### src/sv/fpalu_pkg.sv
// Shared types and constants for the fixed-point ALU.
// No dependencies.
package fpalu_pkg;

   localparam int FRAC_BITS = 8;
   localparam int DIV_N     = 32 + FRAC_BITS;   // numerator magnitude width
   localparam int QDEPTH    = 2;

   typedef enum logic [3:0] {
      FN_ADD  = 4'd0,
      FN_SUB  = 4'd1,
      FN_NEG  = 4'd2,
      FN_MUL  = 4'd3,
      FN_DIV  = 4'd4,
      FN_MIN  = 4'd5,
      FN_MAX  = 4'd6,
      FN_INC  = 4'd7,
      FN_DEC  = 4'd8,
      FN_ADDI = 4'd9,
      FN_SUBI = 4'd10
   } func_type;

   typedef struct packed {
      logic [3:0]         func;
      logic signed [31:0] operand_a;
      logic signed [31:0] operand_b;
   } req_type;

   typedef struct packed {
      logic signed [31:0] result_value;
      logic               a_greater;
      logic               a_less;
      logic               a_equal;
      logic               divide_by_zero;
   } rsp_type;

   // Classified item passed from front to back.
   typedef struct packed {
      logic               is_div;
      logic               is_mul;
      logic               div_zero;
      logic               neg_q;
      logic [31:0]        simple;      // result of the ops other than MUL and DIV
      logic signed [31:0] mul_a;
      logic signed [31:0] mul_b;
      logic [DIV_N-1:0]   num_mag;
      logic [31:0]        den_mag;
      logic               a_greater;
      logic               a_less;
      logic               a_equal;
   } item_type;

endpackage

### src/sv/fpalu_front.sv
// Front end: accepts requests, computes compare flags and simple results,
// classifies the item and pushes it into a small queue. Uses fpalu_pkg.
module fpalu_front import fpalu_pkg::*; (
   input  logic     clock,
   input  logic     reset,
   input  logic     req_valid,
   output logic     req_ready,
   input  req_type  req_data,
   output logic     q_valid,
   input  logic     q_ready,
   output item_type q_item
);

   item_type                 mem_ff [QDEPTH];
   logic [$clog2(QDEPTH)-1:0] wp_ff, wp_in, rp_ff, rp_in;
   logic [$clog2(QDEPTH):0]   cnt_ff, cnt_in;
   item_type                 cls;
   logic                     push, pop;
   logic [31:0]              ua, ub, bsh;
   logic signed [DIV_N-1:0]  num;

   always_comb begin
      ua  = req_data.operand_a;
      ub  = req_data.operand_b;
      bsh = ub << FRAC_BITS;
      num = DIV_N'(req_data.operand_a) <<< FRAC_BITS;
      cls = '0;
      cls.a_greater = req_data.operand_a > req_data.operand_b;
      cls.a_less    = req_data.operand_a < req_data.operand_b;
      cls.a_equal   = ua == ub;
      cls.mul_a     = req_data.operand_a;
      cls.mul_b     = req_data.operand_b;
      cls.num_mag   = num[DIV_N-1] ? DIV_N'(-num) : DIV_N'(num);
      cls.den_mag   = ub[31] ? 32'(-ub) : ub;
      cls.neg_q     = num[DIV_N-1] ^ ub[31];
      unique case (req_data.func)
         FN_ADD:  cls.simple = ua + ub;
         FN_SUB:  cls.simple = ua - ub;
         FN_NEG:  cls.simple = 32'(0) - ua;
         FN_MUL:  cls.is_mul = 1'b1;
         FN_DIV:  begin
            cls.is_div   = ub != '0;
            cls.div_zero = ub == '0;
         end
         FN_MIN:  cls.simple = cls.a_greater ? ub : ua;
         FN_MAX:  cls.simple = cls.a_less ? ub : ua;
         FN_INC:  cls.simple = ua + 32'd1;
         FN_DEC:  cls.simple = ua - 32'd1;
         FN_ADDI: cls.simple = ua + bsh;
         FN_SUBI: cls.simple = ua - bsh;
         default: cls.simple = '0;
      endcase
   end

   assign req_ready = cnt_ff != QDEPTH;
   assign push      = req_valid && req_ready;
   assign q_valid   = cnt_ff != '0;
   assign pop       = q_valid && q_ready;
   assign q_item    = mem_ff[rp_ff];

   always_comb begin
      wp_in  = push ? wp_ff + 1'b1 : wp_ff;
      rp_in  = pop ? rp_ff + 1'b1 : rp_ff;
      cnt_in = cnt_ff + (push ? 1'b1 : 1'b0) - (pop ? 1'b1 : 1'b0);
   end

   always_ff @(posedge clock) begin
      if (reset) begin
         wp_ff  <= '0;
         rp_ff  <= '0;
         cnt_ff <= '0;
      end else begin
         wp_ff  <= wp_in;
         rp_ff  <= rp_in;
         cnt_ff <= cnt_in;
      end
      if (push) mem_ff[wp_ff] <= cls;
   end

endmodule

### config.mk
export PLATFORM = sky130hd
export DESIGN_NAME = fpalu_front
export DESIGN_NICKNAME = d
export VERILOG_FILES = /design/src/sv/fpalu_pkg.sv /design/src/sv/fpalu_front.sv
export SDC_FILE = /design/constraint.sdc
export NUM_CORES = 1
export LEC_CHECK = 0
export BUFFER_PORTS_ARGS = -buffer_cell sky130_fd_sc_hd__buf_2
export CAP_MARGIN = 20
export CORE_MARGIN = 2
export CORE_UTILIZATION = 58
export DETAILED_ROUTE_END_ITERATION = 16
export MAX_ROUTING_LAYER = met4
export PLACE_DENSITY_LB_ADDON = 0.25
export SYNTH_ARGS = -nofsm -noshare
export SYNTH_HDL_FRONTEND = slang
export SYNTH_SLANG_ARGS = --single-unit
### constraint.sdc
create_clock -name clock -period 11.86 [get_ports clock]
set_input_delay 2.372 -clock clock [delete_from_list [all_inputs] [get_ports clock]]
set_output_delay 2.372 -clock clock [all_outputs]
set_load 0.03 [all_outputs]
==> reports/results.ini <==
[sta]
setup_slack_ps = 4656
grt_setup_unrepaired = false
finalSetupTns_ps = 0
hold_viol = 0
slew_headroom_pct = 23.01
worstMarginPinSlew_ps = 1151
setup_viol = 0
slew_viol_final = 0
fin_skew_ps = 11.90
final.period_utilization_pct = 60.74
post-route-min-period_ps = 7204
fmax_ghz = 0.1388

[worst_setup_path]
worstPathMaxFanout = 7
max_stage_delay_ps = 510
reg2reg_depth = 4
cp_cell_sequence = buf_2 > inv_1 > ha_1 > nand3_1 > or3_1 > nor3_2 > nand3_1 > or3_1 > xnor2_1 > o21ai_0 > ha_1 > nand2_1 > or4_1 > o22ai_1 > a211oi_1 > o21ai_0 > o21ai_0 > xnor2_1 > a211o_1
end_kind = flop
crit_buf_inv = 2
crit_slowest_cell = or3_1
path_common_cell = o21ai_0
worstSetupPathType = in -> reg
worstSetupStartpointType = primary input
cp.required_ps = 12110
crit_family = simple AND/OR/NAND/NOR gates
worst-path-stages = 19
arrival_ps = 7460

[place]
dp_worst_setup_slack_ps = 4260
dp_hpwl_um = 41430
gp_congestion = 0.9687
port_buffers = 240

[yosys]
ys_types = 82
ys_seq_area_share_pct = 49.64
synth_top_family_by_area = compound AO/OA/AOI/OAI gates
yosys.area.top_type = edfxtp_1
synth_area_leaders = edfxtp_1 49%, mux2_2 9.2%, xnor2_1 6.8%, ha_1 5.7%, nand2_1 2.5%
synth_compound_area_share_pct = 12.53
ys_async_sr_fraction_pct = 0
synth_top_area_share_pct = 49.15
syn_area_um2 = 20160
synth.avg_cell_area_um2 = 11.46
yosysWarnings = 0
netlist_instances = 1760
yosys.area_share.simple_pct = 10.60
synthFlopType = edfxtp_1
ys_ff_latch = 335
synth_adder_area_share_pct = 6.007
yosys-mux-area-fraction_pct = 9.612
synth_xor_area_share_pct = 8.594
synth_edf_count = 330

[cells_and_area]
final_core_util_pct = 66.53
drive_gt1_share_pct = 25.27
area_growth_pct = 13.41
num-nets-final = 2146

[power_and_ir_drop]
power.density_nw_per_um2 = 181.5
total_power_mw = 4.151
p_leak_nw = 8.761
ir_drop_mv = 0.1886

[drt]
initialDrtViolationCount = 1793
vias_per_cell = 6.277
drcViolationCount = 0
routedWlPerCell_um = 23.82
wirelength_um = 58550
dr.pass1.iters = 6
antenna_left = 0
vias = 15430

[clock_tree]
cts_root_buf = clkbuf_16
cts_num_sinks = 335
numCtsBuffers = 34
htreeDepth = 2
path_clk_slew_ps = 60
cts_tree = yes
postCtsSetupRepairBufs = 0
insertion_delay_ps = 510
holdBufCountCts = 0
ctsResizeCount = 0
clk_path_buf_depth = 3

[global_route]
grt_start_max_net_pins = 67
grt_use_total_pct = 32.94
grt_pass1_vias = 15060
grt_first_pass_wirelength_um = 87720
grt-ovfl-total = 0
antenna_found_initial = 1

[min_path]
hold_path_depth = 2
min_path_type = reg -> reg

[floorplanning]
ios = 249
dieArea_um2 = 36270
num_rows = 68
initial_core_util_pct = 58.66
dieWidth_um = 190.5
die_h_um = 190.5
core-area_um2 = 34370

[flow_run]
maxCapViolations = 0

[outcome]
outcome = finished, final reports clean

-- power breakdown --
group          total [mW]  switching (mW)  internal (mW)
Sequential           1.59          0.0547           1.54
Clock                1.03           0.422          0.606
Combinational        1.53            1.01          0.520
-- synth_stat cells (9+ instances only) --
library cell / number
clkbuf_1: 67
nor2_1: 84
o22ai_1: 13
o21ai_0: 96
a21o_1: 26
nor2b_1: 19
buf_4: 10
o211ai_1: 10
mux2_2: 165
nand2_1: 132
o21bai_1: 14
a222oi_1: 10
ha_1: 92
or3_1: 19
and3_1: 10
xnor2_1: 156
a21oi_1: 92
a211oi_1: 9
o31ai_1: 10
inv_1: 60
edfxtp_1: 330
xor2_1: 40
nand4_1: 15
o21a_1: 12
nand2b_1: 29
a221oi_1: 13
a221o_1: 10
nor3_1: 45
nand3_1: 38
-- through the flow --
step | std cells | area, um^2 | hold slack [ps]
2_1_floorplan | 1767 | 20190 | 481.1
3_3_place_gp | 2398 | 21800 | 495.0
3_5_place_dp | 2398 | 21800 | 508.7
4_1_cts | 2457 | 22860 | 528.6
5_1_grt | 2458 | 22870 | 566.9
6_report | 2458 | 22870 | 524.8
-- worst paths after layout --
path	startpoint	endpoint	slack, ps
setup / recovery	req_data[1]	mem_ff[1][170]	4660
hold / removal	rp_ff	rp_ff	520
setup reg to reg	cnt_ff[0]	mem_ff[0][97]	9060
hold reg to reg	rp_ff	rp_ff	520
-- kinds of logic (layout without fill, tap and decap cells) --
family                     count (synthesis)  in the layout
adders and majority gates                 95             95
muxes                                    173            173
xor gates and xnor gates                 197            197
and+or+nand+nor                          429            429
buffers and inverters                    144            379
other                                      1              9
AOI/OAI and AO/OA                        386            386
DFF                                      335            335
-- cell usage in the layout, fill, tap and decap left out, drive strengths merged, types with 14 or more instances in the layout --
master  count
a21o       26
a21oi      92
a221oi     14
buf       260
clkbuf     42
edfxtp    330
ha         92
inv        61
mux2      165
nand2     132
nand2b     30
nand3      38
nand4      15
nor2       84
nor2b      19
nor3       48
o21ai     105
o21bai     14
or3        21
xnor2     157
xor2       40
-- state kept, by name, indices dropped and copies added (netlist names), named ones only --
name	count
wp_ff	1
rp_ff	1
mem_ff	330
cnt_ff	2
-- routing by layer --
layer	up-vias	GRT usage [%]	share of wire [%]
li1	7033	-	-
met1	7461	46.04	43
met2	793	48.66	44
met3	141	6.165	9.8
met4	0	10.85	3.3
met5	-	-	0
-- layout make-up --
cell class	count	area [um^2]
fill	2721	11510
sequential	335	10010
multi-input combinational	1288	9642
timing repair buffer	260	1351
clock buffer	42	902.1
tap	455	569.3
inverter	60	225.2
clock inverter	17	161.4
antenna	1	2.502
-- tightest hold or removal path: stages, from the launching register on --
cell	delay, ps
dfxtp_1	320
xnor2_1	90
nor2_1	80
Note: power is estimated with default switching activity, not from simulation.
